`src/lrs_pkg.sv`:
```
// Shared types and constants for the life row stepper.
// Register indexes, reset values and the edge-bit pair; no dependencies.
package lrs_pkg;

  localparam int CFG_INDEX_W    = 1;
  localparam int CFG_DATA_W     = 16;
  localparam int ACTIVE_WIDTH_W = 7;
  localparam int ROW_COUNT_W    = 16;
  localparam int ROW_INDEX_W    = 16;
  localparam int QUEUE_DEPTH    = 4;

  typedef enum logic [CFG_INDEX_W-1:0] {
    REG_ACTIVE_WIDTH = 1'b0,
    REG_ROW_COUNT    = 1'b1
  } cfg_reg_t;

  localparam logic [ACTIVE_WIDTH_W-1:0] ACTIVE_WIDTH_RST = 7'd64;
  localparam logic [ROW_COUNT_W-1:0]    ROW_COUNT_RST    = 16'd64;
  localparam logic [ROW_COUNT_W-1:0]    MIN_ROW_COUNT    = 16'd3;

  // Cells just outside a row: left of column 0 and right of the last column.
  typedef struct packed {
    logic right;
    logic left;
  } edge_pair_t;

endpackage

```
`src/lrs_cell.sv`:
```
// One lane of the row unit: the B3/S23 rule for a single cell.
// Takes a 3x3 window (bit 0 left, bit 1 center, bit 2 right); no dependencies.
module lrs_cell (
  input  logic [2:0] up_win,
  input  logic [2:0] mid_win,
  input  logic [2:0] dn_win,
  input  logic       active,
  output logic       next_cell
);

  logic [3:0] nbr_count;

  assign nbr_count = 4'(up_win[0]) + 4'(up_win[1]) + 4'(up_win[2]) +
                     4'(mid_win[0]) + 4'(mid_win[2]) +
                     4'(dn_win[0]) + 4'(dn_win[1]) + 4'(dn_win[2]);

  // Born on three, survive on two or three; columns past the width stay dead.
  assign next_cell = active &&
                     ((nbr_count == 4'd3) || (mid_win[1] && (nbr_count == 4'd2)));

endmodule

```
`src/lrs_row.sv`:
```
// Row unit: one lrs_cell lane per column plus the merge of the new edge cells.
// Depends on lrs_pkg (edge_pair_t) and lrs_cell.
module lrs_row #(
  parameter int ROW_WIDTH = 64,
  localparam int WB = $clog2(ROW_WIDTH + 1),
  localparam int IB = $clog2(ROW_WIDTH)
) (
  input  logic [ROW_WIDTH-1:0] up_row,
  input  lrs_pkg::edge_pair_t  up_edge,
  input  logic [ROW_WIDTH-1:0] mid_row,
  input  lrs_pkg::edge_pair_t  mid_edge,
  input  logic [ROW_WIDTH-1:0] dn_row,
  input  lrs_pkg::edge_pair_t  dn_edge,
  input  logic [WB-1:0]        width,
  output logic [ROW_WIDTH-1:0] res_row,
  output lrs_pkg::edge_pair_t  res_edge
);

  logic [IB-1:0] last_col;

  for (genvar c = 0; c < ROW_WIDTH; c++) begin : g_lane
    logic [2:0] up_w;
    logic [2:0] mid_w;
    logic [2:0] dn_w;
    logic       act;
    logic       at_last;

    assign act     = width > WB'(c);
    assign at_last = width == WB'(c + 1);

    if (c == 0) begin : g_left_edge
      assign up_w[0]  = up_edge.left;
      assign mid_w[0] = mid_edge.left;
      assign dn_w[0]  = dn_edge.left;
    end else begin : g_left_inner
      assign up_w[0]  = up_row[c-1];
      assign mid_w[0] = mid_row[c-1];
      assign dn_w[0]  = dn_row[c-1];
    end

    assign up_w[1]  = up_row[c];
    assign mid_w[1] = mid_row[c];
    assign dn_w[1]  = dn_row[c];

    if (c == ROW_WIDTH - 1) begin : g_right_edge
      assign up_w[2]  = up_edge.right;
      assign mid_w[2] = mid_edge.right;
      assign dn_w[2]  = dn_edge.right;
    end else begin : g_right_inner
      assign up_w[2]  = at_last ? up_edge.right  : up_row[c+1];
      assign mid_w[2] = at_last ? mid_edge.right : mid_row[c+1];
      assign dn_w[2]  = at_last ? dn_edge.right  : dn_row[c+1];
    end

    lrs_cell u_cell (
      .up_win    (up_w),
      .mid_win   (mid_w),
      .dn_win    (dn_w),
      .active    (act),
      .next_cell (res_row[c])
    );
  end

  // Width is at least one here, so the last column index never underflows.
  assign last_col       = IB'(width - WB'(1));
  assign res_edge.left  = res_row[0];
  assign res_edge.right = res_row[last_col];

endmodule

```
`src/lrs_queue.sv`:
```
// Small result queue: takes up to two items per cycle while it has room for two, hands out one.
// Depends on lrs_pkg (QUEUE_DEPTH, a power of two).
module lrs_queue #(
  parameter int DATA_W = 84
) (
  input  logic              clk,
  input  logic              rst_n,
  input  logic              push_a,
  input  logic [DATA_W-1:0] data_a,
  input  logic              push_b,
  input  logic [DATA_W-1:0] data_b,
  output logic              room_for_two,
  output logic              head_valid,
  output logic [DATA_W-1:0] head_data,
  input  logic              pop
);

  localparam int DEPTH = lrs_pkg::QUEUE_DEPTH;
  localparam int PTR_W = $clog2(DEPTH);
  localparam int CNT_W = $clog2(DEPTH + 1);

  logic [DATA_W-1:0] slot_r [DEPTH];
  logic [PTR_W-1:0]  wr_ptr_r, wr_ptr_nxt;
  logic [PTR_W-1:0]  rd_ptr_r, rd_ptr_nxt;
  logic [CNT_W-1:0]  count_r, count_nxt;
  logic [PTR_W-1:0]  wr_ptr_b;
  logic              do_pop;

  assign wr_ptr_b     = wr_ptr_r + PTR_W'(1);
  assign do_pop       = pop && (count_r != '0);
  assign room_for_two = count_r <= CNT_W'(DEPTH - 2);
  assign head_valid   = count_r != '0;
  assign head_data    = slot_r[rd_ptr_r];

  always_comb begin
    wr_ptr_nxt = wr_ptr_r + PTR_W'(push_a) + PTR_W'(push_b);
    rd_ptr_nxt = rd_ptr_r + PTR_W'(do_pop);
    count_nxt  = count_r + CNT_W'(push_a) + CNT_W'(push_b) - CNT_W'(do_pop);
  end

  always_ff @(posedge clk) begin
    if (!rst_n) begin
      wr_ptr_r <= '0;
      rd_ptr_r <= '0;
      count_r  <= '0;
    end else begin
      wr_ptr_r <= wr_ptr_nxt;
      rd_ptr_r <= rd_ptr_nxt;
      count_r  <= count_nxt;
    end
  end

  always_ff @(posedge clk) begin
    if (push_a) begin
      slot_r[wr_ptr_r] <= data_a;
    end
    if (push_b) begin
      slot_r[wr_ptr_b] <= data_b;
    end
  end

  assert property (@(posedge clk) disable iff (!rst_n) count_r <= CNT_W'(DEPTH))
    else $error("lrs_queue: count exceeds depth");

  assert property (@(posedge clk) disable iff (!rst_n) push_b |-> push_a)
    else $error("lrs_queue: second push without first");

  assert property (@(posedge clk) disable iff (!rst_n)
                   (push_a || push_b) |-> room_for_two)
    else $error("lrs_queue: push without room for two");

endmodule

```
`src/life_row_stepper.sv`:
```
// Top level of the life row stepper: one Life generation over a wrapping strip.
// Depends on lrs_pkg, lrs_row (with lrs_cell lanes) and lrs_queue.
//
//  channel | direction | handshake           | payload
//  --------+-----------+---------------------+-----------------------------------------
//  in_     | in        | in_valid / in_ready | in_row_cells, in_left_in, in_right_in
//  out_    | out       | out_valid/out_ready | out_next_row, out_row_index, out_left_out,
//          |           |                     | out_right_out, out_last
//  cfg_    | in        | cfg_we (no wait)    | cfg_index, cfg_wdata
//
// One item per cycle: all columns of a row are computed at once by ROW_WIDTH cell
// lanes, so an item is taken in the cycle it is offered while in_ready is high.
// Results are registered into a four-entry queue and show on out_ from its head.
// in_ready is low only while that queue holds more than two results (a final row
// pushes two); a stalled out_ side fills the queue and then holds the input.
// Reset (rst_n low at a clock edge) empties the queue, drops a pending row 0 and
// starts a new generation; no clearing pass is needed.
module life_row_stepper #(
  parameter int ROW_WIDTH      = 64,
  parameter int ROW_INDEX_BITS = 16
) (
  input  logic                                clk,
  input  logic                                rst_n,

  input  logic                                in_valid,
  output logic                                in_ready,
  input  logic [ROW_WIDTH-1:0]                in_row_cells,
  input  logic                                in_left_in,
  input  logic                                in_right_in,

  output logic                                out_valid,
  input  logic                                out_ready,
  output logic [ROW_WIDTH-1:0]                out_next_row,
  output logic [lrs_pkg::ROW_INDEX_W-1:0]     out_row_index,
  output logic                                out_left_out,
  output logic                                out_right_out,
  output logic                                out_last,

  input  logic                                cfg_we,
  input  logic [lrs_pkg::CFG_INDEX_W-1:0]     cfg_index,
  input  logic [lrs_pkg::CFG_DATA_W-1:0]      cfg_wdata
);

  localparam int WB     = $clog2(ROW_WIDTH + 1);
  localparam int AW_W   = lrs_pkg::ACTIVE_WIDTH_W;
  localparam int RC_W   = lrs_pkg::ROW_COUNT_W;
  localparam int IDX_W  = (ROW_INDEX_BITS < lrs_pkg::ROW_INDEX_W) ?
                          ROW_INDEX_BITS : lrs_pkg::ROW_INDEX_W;
  localparam int DATA_W = ROW_WIDTH + IDX_W + 3;

  // Configuration registers.
  logic [AW_W-1:0] active_width_r;
  logic [RC_W-1:0] row_count_r;

  // Line buffers: the two latest rows and the first two rows of the generation.
  logic [ROW_WIDTH-1:0] older_row_r, middle_row_r, first_row_r, second_row_r;
  lrs_pkg::edge_pair_t  older_edge_r, middle_edge_r, first_edge_r, second_edge_r;
  logic [RC_W-1:0]      rows_seen_r, rows_seen_nxt;

  // Row 0 result, computed on the final row and sent ahead of the next item's.
  logic                 held_valid_r;
  logic [ROW_WIDTH-1:0] held_row_r;
  lrs_pkg::edge_pair_t  held_edge_r;

  logic                 in_fire;
  logic [WB-1:0]        width_eff;
  logic [RC_W-1:0]      row_count_eff;
  logic [ROW_WIDTH-1:0] cur_row;
  lrs_pkg::edge_pair_t  cur_edge;
  logic                 final_row;
  logic                 mid_v;

  logic [ROW_WIDTH-1:0] mid_res, fin_res, wrap_res;
  lrs_pkg::edge_pair_t  mid_edge_res, fin_edge_res, wrap_edge_res;

  logic [DATA_W-1:0]    held_entry, mid_entry, fin_entry;
  logic                 push_a, push_b;
  logic [DATA_W-1:0]    data_a;
  logic                 room_for_two;
  logic [DATA_W-1:0]    head_data;

  assign in_ready = room_for_two;
  assign in_fire  = in_valid && in_ready;

  // Clamp the width to 1..ROW_WIDTH and the row count to at least three.
  always_comb begin
    if (active_width_r == '0) begin
      width_eff = WB'(1);
    end else if (active_width_r > AW_W'(ROW_WIDTH)) begin
      width_eff = WB'(ROW_WIDTH);
    end else begin
      width_eff = WB'(active_width_r);
    end
    row_count_eff = (row_count_r < lrs_pkg::MIN_ROW_COUNT) ?
                    lrs_pkg::MIN_ROW_COUNT : row_count_r;
  end

  // Drop cells at or past the active width.
  always_comb begin
    for (int c = 0; c < ROW_WIDTH; c++) begin
      cur_row[c] = in_row_cells[c] && (width_eff > WB'(c));
    end
    cur_edge.left  = in_left_in;
    cur_edge.right = in_right_in;
  end

  assign final_row = ({1'b0, rows_seen_r} + (RC_W + 1)'(1)) >= {1'b0, row_count_eff};
  assign mid_v     = rows_seen_r >= RC_W'(2);

  // Row k-1 from the two buffered rows and the incoming one.
  lrs_row #(.ROW_WIDTH(ROW_WIDTH)) u_row_mid (
    .up_row   (older_row_r),
    .up_edge  (older_edge_r),
    .mid_row  (middle_row_r),
    .mid_edge (middle_edge_r),
    .dn_row   (cur_row),
    .dn_edge  (cur_edge),
    .width    (width_eff),
    .res_row  (mid_res),
    .res_edge (mid_edge_res)
  );

  // Last row: wraps down onto row 0.
  lrs_row #(.ROW_WIDTH(ROW_WIDTH)) u_row_fin (
    .up_row   (middle_row_r),
    .up_edge  (middle_edge_r),
    .mid_row  (cur_row),
    .mid_edge (cur_edge),
    .dn_row   (first_row_r),
    .dn_edge  (first_edge_r),
    .width    (width_eff),
    .res_row  (fin_res),
    .res_edge (fin_edge_res)
  );

  // Row 0: wraps up onto the last row.
  lrs_row #(.ROW_WIDTH(ROW_WIDTH)) u_row_wrap (
    .up_row   (cur_row),
    .up_edge  (cur_edge),
    .mid_row  (first_row_r),
    .mid_edge (first_edge_r),
    .dn_row   (second_row_r),
    .dn_edge  (second_edge_r),
    .width    (width_eff),
    .res_row  (wrap_res),
    .res_edge (wrap_edge_res)
  );

  // Queue entry: row, index, right edge, left edge, last flag.
  assign held_entry = {held_row_r, IDX_W'(0), held_edge_r, 1'b1};
  assign mid_entry  = {mid_res, IDX_W'(rows_seen_r - RC_W'(1)), mid_edge_res, 1'b0};
  assign fin_entry  = {fin_res, IDX_W'(rows_seen_r), fin_edge_res, 1'b0};

  // A pending row 0 only exists at the start of a generation, so at most two
  // results go in per item: the held row, row k-1, or row k-1 plus the last row.
  always_comb begin
    push_a = in_fire && (held_valid_r || mid_v || final_row);
    push_b = in_fire && mid_v && final_row;
    if (held_valid_r) begin
      data_a = held_entry;
    end else if (mid_v) begin
      data_a = mid_entry;
    end else begin
      data_a = fin_entry;
    end
  end

  lrs_queue #(.DATA_W(DATA_W)) u_queue (
    .clk          (clk),
    .rst_n        (rst_n),
    .push_a       (push_a),
    .data_a       (data_a),
    .push_b       (push_b),
    .data_b       (fin_entry),
    .room_for_two (room_for_two),
    .head_valid   (out_valid),
    .head_data    (head_data),
    .pop          (out_ready)
  );

  assign out_next_row  = head_data[DATA_W-1 -: ROW_WIDTH];
  assign out_row_index = lrs_pkg::ROW_INDEX_W'(head_data[3 +: IDX_W]);
  assign out_right_out = head_data[2];
  assign out_left_out  = head_data[1];
  assign out_last      = head_data[0];

  // Configuration writes.
  always_ff @(posedge clk) begin
    if (!rst_n) begin
      active_width_r <= lrs_pkg::ACTIVE_WIDTH_RST;
      row_count_r    <= lrs_pkg::ROW_COUNT_RST;
    end else if (cfg_we) begin
      unique case (lrs_pkg::cfg_reg_t'(cfg_index))
        lrs_pkg::REG_ACTIVE_WIDTH: active_width_r <= cfg_wdata[AW_W-1:0];
        lrs_pkg::REG_ROW_COUNT:    row_count_r    <= cfg_wdata[RC_W-1:0];
        default: ;
      endcase
    end
  end

  // Restart the row count after the final row, else advance it.
  assign rows_seen_nxt = final_row ? '0 : rows_seen_r + RC_W'(1);

  // Control state.
  always_ff @(posedge clk) begin
    if (!rst_n) begin
      rows_seen_r  <= '0;
      held_valid_r <= 1'b0;
    end else if (in_fire) begin
      rows_seen_r  <= rows_seen_nxt;
      held_valid_r <= final_row;
    end
  end

  // Line buffers and the held row 0 result.
  always_ff @(posedge clk) begin
    if (in_fire) begin
      older_row_r   <= middle_row_r;
      older_edge_r  <= middle_edge_r;
      middle_row_r  <= cur_row;
      middle_edge_r <= cur_edge;
      if (rows_seen_r == '0) begin
        first_row_r  <= cur_row;
        first_edge_r <= cur_edge;
      end
      if (rows_seen_r == RC_W'(1)) begin
        second_row_r  <= cur_row;
        second_edge_r <= cur_edge;
      end
      if (final_row) begin
        held_row_r  <= wrap_res;
        held_edge_r <= wrap_edge_res;
      end
    end
  end

  assert property (@(posedge clk) disable iff (!rst_n)
                   held_valid_r |-> (rows_seen_r == '0))
    else $error("life_row_stepper: row 0 pending outside generation start");

  assert property (@(posedge clk) disable iff (!rst_n)
                   (in_fire && final_row) |=> held_valid_r)
    else $error("life_row_stepper: final row did not leave row 0 pending");

  assert property (@(posedge clk) disable iff (!rst_n)
                   (out_valid && out_last) |-> (out_row_index == '0))
    else $error("life_row_stepper: last result is not row 0");

  assert property (@(posedge clk) disable iff (!rst_n)
                   (in_fire && final_row) |-> mid_v)
    else $error("life_row_stepper: final row before two rows buffered");

endmodule

```
`config.mk`:
```
export PLATFORM = sky130hd
export DESIGN_NAME = life_row_stepper
export DESIGN_NICKNAME = d
export VERILOG_FILES = /design/src/lrs_pkg.sv /design/src/lrs_cell.sv /design/src/lrs_row.sv /design/src/lrs_queue.sv /design/src/life_row_stepper.sv
export SDC_FILE = /design/constraint.sdc
export NUM_CORES = 2
export LEC_CHECK = 0
export ABC_CLOCK_PERIOD_IN_PS = 8600
export CAP_MARGIN = 0
export CORE_ASPECT_RATIO = 2
export CORE_MARGIN = 2
export CORE_UTILIZATION = 31
export DETAILED_ROUTE_END_ITERATION = 8
export DONT_BUFFER_PORTS = 1
export PLACE_DENSITY = 0.52
export SLEW_MARGIN = 20
export SYNTH_ARGS = -nofsm -noshare
export SYNTH_HDL_FRONTEND = slang
export SYNTH_SLANG_ARGS = --single-unit
```
`constraint.sdc`:
```
create_clock -name clk -period 8.6 [get_ports clk]
set_input_delay 0.86 -clock clk [delete_from_list [all_inputs] [get_ports clk]]
set_output_delay 0.86 -clock clk [all_outputs]
set_load 0.01 [all_outputs]
```
### Word-level counts from Yosys, hierarchy flattened

Memory sizes are Yosys's and may differ from the RTL's. A register that Yosys moved wholly into a read port is not among the register bits.
Index checks and enable logic that the tools add are counted.

| storage, ports and cells | value |
|---|---|
| bits in registers | 377 |
| bits in writable memories | 332 |
| bits of input ports | 88 |
| output and inout bits | 85 |
| word-level logic and storage cells | 2,884 |
| memories | 1 |

| cells by class | value |
|---|---|
| add/subtract/negate cells | 1,355 |
| $lt $le $gt $ge | 70 |
| equality and inequality tests | 448 |
| multiplexer cells | 332 |
| bitwise operators | 1 |
| reduce and logical (&&, ||, !) cells | 655 |

Memories:

| name | words | width | rd ports | clocked after memory_dff | write ports | RTL line | text |
|---|---|---|---|---|---|---|---|
| u_queue.slot_r | 4 | 83 | 1 | 1 | 2 | lrs_queue.sv:22 | `logic [DATA_W-1:0] slot_r [DEPTH];` |

Operator list:

| kind | count |
|---|---|
| adder 4 x 1 -> 4 bit | 1,152 |
| == test 4 x 2 -> 1 bit, second input constant | 384 |
| logical AND 1 bit | 453 |
| adder 1 x 1 -> 2 bit | 192 |
| two-way mux 1 bit | 322 |
| == test 7 x 6 -> 1 bit, second input constant | 32 |
| greater-than comparator 7 x 6 -> 1 bit, second input constant | 32 |
| logical OR 1 bit | 194 |
| two-way mux 83 bit | 2 |
| == test 7 x 5 -> 1 bit, second input constant | 16 |
| greater-than comparator 7 x 5 -> 1 bit, second input constant | 16 |
| == test 7 x 4 -> 1 bit, second input constant | 8 |
| greater-than comparator 7 x 4 -> 1 bit, second input constant | 8 |
| two-way mux 16 bit | 2 |
| == test 7 x 3 -> 1 bit, second input constant | 4 |
| greater-than comparator 7 x 3 -> 1 bit, second input constant | 4 |
| binary-select mux 1 bit (select 6 bit) | 3 |
| adder 16 x 1 -> 17 bit, second input constant | 1 |
| >= comparator 17 x 16 -> 1 bit | 1 |
| adder 16 x 1 -> 16 bit, second input constant | 1 |
| == test 16 x 1 -> 1 bit, second input constant | 1 |
| >= comparator 16 x 2 -> 1 bit, second input constant | 1 |
| zero test 16 bit | 1 |
| < comparator 16 x 2 -> 1 bit, second input constant | 1 |
| other kinds (19) | 30 |

### Logic depth before layout (Yosys ltp)

| depth | value |
|---|---|
| word-level depth | 19 |
| gate-level depth with buffers | 31 |
| mapped depth without buffers | 26 |

### By module

A second synthesis with hierarchy kept.

| second synthesis, totals | value |
|---|---|
| cells, all modules | 6,991 |
| area total of the unflattened synthesis | 79,080.8 um^2 |

Modules (own cells, without submodules):

| module | times used | cells an instance | area an instance (um^2) |
|---|---|---|---|
| lrs_cell (u_row_fin.g_lane[0].u_cell ...) | 140 | 17 | 180.2 |
| lrs_queue | 1 | 845 | 16,393.2 |
| life_row_stepper | 1 | 1,139 | 15,280.9 |
| lrs_row | 3 | 581 | 4,488.1 |
| lrs_cell (u_row_wrap.g_lane[12].u_cell ...) | 52 | 17 | 167.7 |

### Worst setup path before layout

OpenSTA, ideal clock, no wires.

| timing | value |
|---|---|
| kind | input port to flip-flop |
| start point | in in_valid |
| end point | reg u_queue.count_r[2] |
| arrival time | 6,885 ps |
| slack | 1,600 ps |
| cell stages on the path | 10 |
| path buffers | 1 |
| path through | nand2_1 -> inv_1 -> clkbuf_1 -> nand3_1 -> ha_1 -> inv_1 -> fa_1 -> fa_1 -> xnor2_1 -> and2_1 |

| on the way | value |
|---|---|
| word-level cells in the longest chain between the ends | 5 |

RTL lines:

| what | RTL line | text |
|---|---|---|
| from (decl) | life_row_stepper.sv:25 | `input logic in_valid,` |
| logical AND 1 bit * | life_row_stepper.sv:83 | `assign in_fire = in_valid && in_ready;` |
| via in_fire | life_row_stepper.sv:65 | `logic in_fire;` |
| logical AND 1 bit (on tied branches) | life_row_stepper.sv:157, life_row_stepper.sv:158 |  |
| adder 3 x 1 -> 3 bit or logical AND 1 bit (tied branches) | lrs_queue.sv:38, life_row_stepper.sv:158 |  |
| adder 3 x 1 -> 3 bit * | lrs_queue.sv:38 | `count_nxt = count_r + CNT_W'(push_a) + CNT_W'(push_b) - CNT_W'(do_pop);` |
| subtractor 3 x 1 -> 3 bit * | lrs_queue.sv:38 |  |
| to (signal assigned) | lrs_queue.sv:49 | `count_r <= count_nxt;` |
| to (decl) | lrs_queue.sv:25 | `logic [CNT_W-1:0] count_r, count_nxt;` |

The timed path passes the listed nets; every way through them passes the cells marked *.
A chain may end at the register's enable or synchronous reset.

==> results.sh <==
export IMPL_die_x_microns=343
export IMPL_cts_hold_fix_buffers=0
export IMPL_ys_seq_area_frac=0.290
export IMPL_hold_path_class="in -> reg"
export IMPL_reg2reg_to="held_edge_r[1]"
export IMPL_drcViolationCount=0
export IMPL_synth_edf_count=653
export IMPL_worst_slew_pin_transition_ns=1.27
export IMPL_crit_start="active_width_r[3]"
export IMPL_drt_initial_drc_count=3996
export IMPL_place_inst=10200
export IMPL_cts_setup_buffers=0
export IMPL_wl_per_cell_microns=29.9
export IMPL_fin_area_sq_um=77900
export IMPL_die_h_microns=682
export IMPL_finalHoldViolCount=0
export IMPL_cp_depth=23
export IMPL_critical_path_top_delay_family="simple AND/OR/NAND/NOR gates"
export IMPL_crit_end="held_edge_r[1]"
export IMPL_hold_ws_ns=0.245
export IMPL_async_flop_share=0
export IMPL_pre_cts_ws_ns=0.306
export IMPL_cpMaxStageDelayCell="a31oi_1"
export IMPL_maxSlewHeadroom=0.152
export IMPL_firstDrtPassIters=6
export IMPL_clk_path_buf_depth=3
export IMPL_slowest_delay_ns=0.77
export IMPL_clock_sinks=704
export IMPL_fin_crit_sh=0.977
export IMPL_status="completed"
export IMPL_nFillCells=23300
export IMPL_setup_slack_ns=0.201
export IMPL_grt_max_degree=89
export IMPL_clock_latency_ns=0.72
export IMPL_crit_required_ns=9.16
export IMPL_overflow=0
export IMPL_antenna_found_initial=26
export IMPL_yosysTopAreaCellShare=0.275
export IMPL_cp_num_buf_inv=5
export IMPL_grt_use_met1=0.251
export IMPL_viasPerCell=5.57
export IMPL_multi_input_area_sq_um=44200
export IMPL_path_clk_slew_ns=0.07
export IMPL_crit_type="reg -> reg"
export IMPL_start_util=0.312
export IMPL_io_pins=173
export IMPL_syn_inst=7327
export IMPL_grt_pass1_vias=60600
export IMPL_grt_busiest_layer="met2"
export IMPL_fmax_mhz=119
export IMPL_setup_viol=0
export IMPL_cts_buffers=75
export IMPL_placed_area_sq_um=75300
export IMPL_postSynthAreaPerCell_sq_um=9.72
export IMPL_finalNonFillerCells=10300
export IMPL_hold_start="rst_n"
export IMPL_gp_congestion=1.02
export IMPL_wl_mm=309
export IMPL_startpoint_type="register"
export IMPL_crit_chain="or4_1 > o21ai_4 > ha_1 > buf_4 > nor4bb_2 > buf_4 > and2_0 > a21oi_1 > nand2_1 > inv_1 > xnor2_1 > fa_1 > inv_1 > fa_1 > fa_1 > inv_1 > fa_1 > nor4b_1 > nand2_1 > a31oi_1 > mux4_2 > nand3_1 > nand3_1"
export IMPL_crit_fanout=8
export IMPL_use_met3=0.0567
export IMPL_power_leakage_nw=33.0
export IMPL_dp_hpwl_mm=241
export IMPL_area_delta_synth_final_pct=9.40
export IMPL_cts_root_buf="clkbuf_16"
export IMPL_syn_nets=8727
export IMPL_netlist_area_sq_um=71200
export IMPL_drive_above_1_share=0.0791
export IMPL_fin_nets=8671
export IMPL_rsz0062_at_grt="false"
export IMPL_cap_violations=0
export IMPL_reg2reg_slack_ns=0.20
export IMPL_p_per_area_nw_per_um2=346
export IMPL_tns_ns=0
export IMPL_ant_nets=0
export IMPL_dieArea_sq_um=234000
export IMPL_core_rowCount=248
export IMPL_cts_tree="yes"
export IMPL_synth_cell_type_count=107
export IMPL_synth_area_leader_cell="edfxtp_1"
export IMPL_fin_skew_ns=0.0431
export IMPL_finalMaxSlewViolations=0
export IMPL_synth_flop_cell="edfxtp_1"
export IMPL_vias=57600
export IMPL_utilization=0.341
export IMPL_timing_rr_start="active_width_r[3]"
export IMPL_grt_pass1_wl_mm=437
export IMPL_cpMostUsedCell="fa_1"
export IMPL_core_area_sq_um=228000
export IMPL_grt_usage=0.262
export IMPL_worstPathArrival_ns=8.96
export IMPL_grt_util_met2=0.461
export IMPL_ir_worst_vdd_v=0.000214
export IMPL_io_buffers=0
export IMPL_period_needed_ns=8.40
export IMPL_reg2regPathDepth=23
export IMPL_cts_max_level=3
export IMPL_synth_ff_latch_count=704
export IMPL_synth_area_top_cells="edfxtp_1 (28%), fa_1 (19%), ha_1 (11%)"
export IMPL_report_power_total_mw=27.0
export IMPL_yosys_warnings=0
export IMPL_ctsResizeCount=0
export IMPL_end_kind="register"
export IMPL_ff_latch_area_sq_um=20600
## worst register-to-register path: cells and delay by family (launching register included)
family | cells | cell delay [ns]
simple gates | 8 | 2.92
fa+ha+maj | 5 | 2.16
compound gates | 3 | 1.25
buf+inv | 5 | 0.95
mux | 1 | 0.48
flops | 1 | 0.31
xor+xnor | 1 | 0.20
## logic make-up (layout without fill, tap and decap cells)
kind of cell,Yosys count,after routing,synth area share
adder cells (fa/ha/maj),1312,1312,0.302
AND/OR/NAND/NOR,1853,1853,0.126
AO/OA/AOI/OAI,1368,1368,0.123
other,0,16,0
XOR/XNOR,161,161,0.0198
multiplexers,223,223,0.0476
buffers and inverters,1706,1709,0.0924
flip-flops,704,704,0.290
## Yosys cell counts (38+ instances only)
master     instances
a21oi_1          246
nand3_1          100
o22ai_1          269
a31oi_1          148
nand2b_1          87
edfxtp_1         653
a21o_1            52
a2111oi_0         41
nor3_1            80
mux4_2            89
xnor2_1          124
a211oi_1          45
dfxtp_1           51
nor2b_1          187
mux2i_1          102
buf_1             46
or4_1             50
fa_1             674
or2_2             49
nand2_1          556
nor4_1            79
nor2_1           496
o21ai_0          313
ha_1             638
o211ai_1          38
buf_2             58
a22o_1            55
inv_1           1374
clkbuf_1         182
## where the power goes
| group | leakage [nW] | total (mW) | internal (mW) | switching, mW |
|---|---|---|---|---|
| registers | 6.18 | 4.89 | 4.34 | 0.552 |
| clock network | 1.26 | 3.65 | 2.02 | 1.63 |
| logic | 25.6 | 18.4 | 6.83 | 11.6 |
## area by class of cell
type                       count  area share
clock inverter                45     0.00705
multi-input combinational   4917       0.568
timing repair buffer         176      0.0179
tap                         3000      0.0482
sequential                   704       0.265
antenna                       16    0.000514
clock buffer                  91      0.0261
inverter                    1397      0.0675
## how the worst min path moves through the flow
stage / slack (ns) / depth (start not counted) / endpoint
2_1_floorplan: 0.42 / 0 / older_edge_r[1]
3_3_place_gp: 0.44 / 2 / u_queue.slot_r[3][0]
3_5_place_dp: 0.46 / 2 / u_queue.slot_r[3][0]
4_1_cts: 0.21 / 1 / row_count_r[6]
5_1_grt: 0.23 / 1 / row_count_r[6]
6_report: 0.24 / 1 / row_count_r[6]
## flip-flops by register name, summed over array words and instances (netlist names)
signal / cells
u_queue.slot_r: 328
first_row_r: 64
held_row_r: 64
middle_row_r: 64
older_row_r: 64
second_row_r: 64
row_count_r: 16
rows_seen_r: 16
active_width_r: 7
u_queue.count_r: 3
first_edge_r: 2
middle_edge_r: 2
older_edge_r: 2
second_edge_r: 2
u_queue.rd_ptr_r: 2
u_queue.wr_ptr_r: 2
held_edge_r: 1
held_valid_r: 1
## layer usage
layer | vias to the layer above | part of all wire
li1 | 25000 | -
met1 | 29100 | 0.32
met2 | 2445 | 0.50
met3 | 1064 | 0.070
met4 | 16 | 0.11
met5 | - | 0.00039
## placed cells by master, fill, tap and decap left out, drive strengths merged, types with 176 or more instances in the layout
cell and instances:
a21oi 247, inv 1394, nor2b 187, nand2 556, edfxtp 653, fa 674, nor2 500, o22ai 269
ha 638, buf 176, o21ai 327
Power figures use the tool's default switching activity.
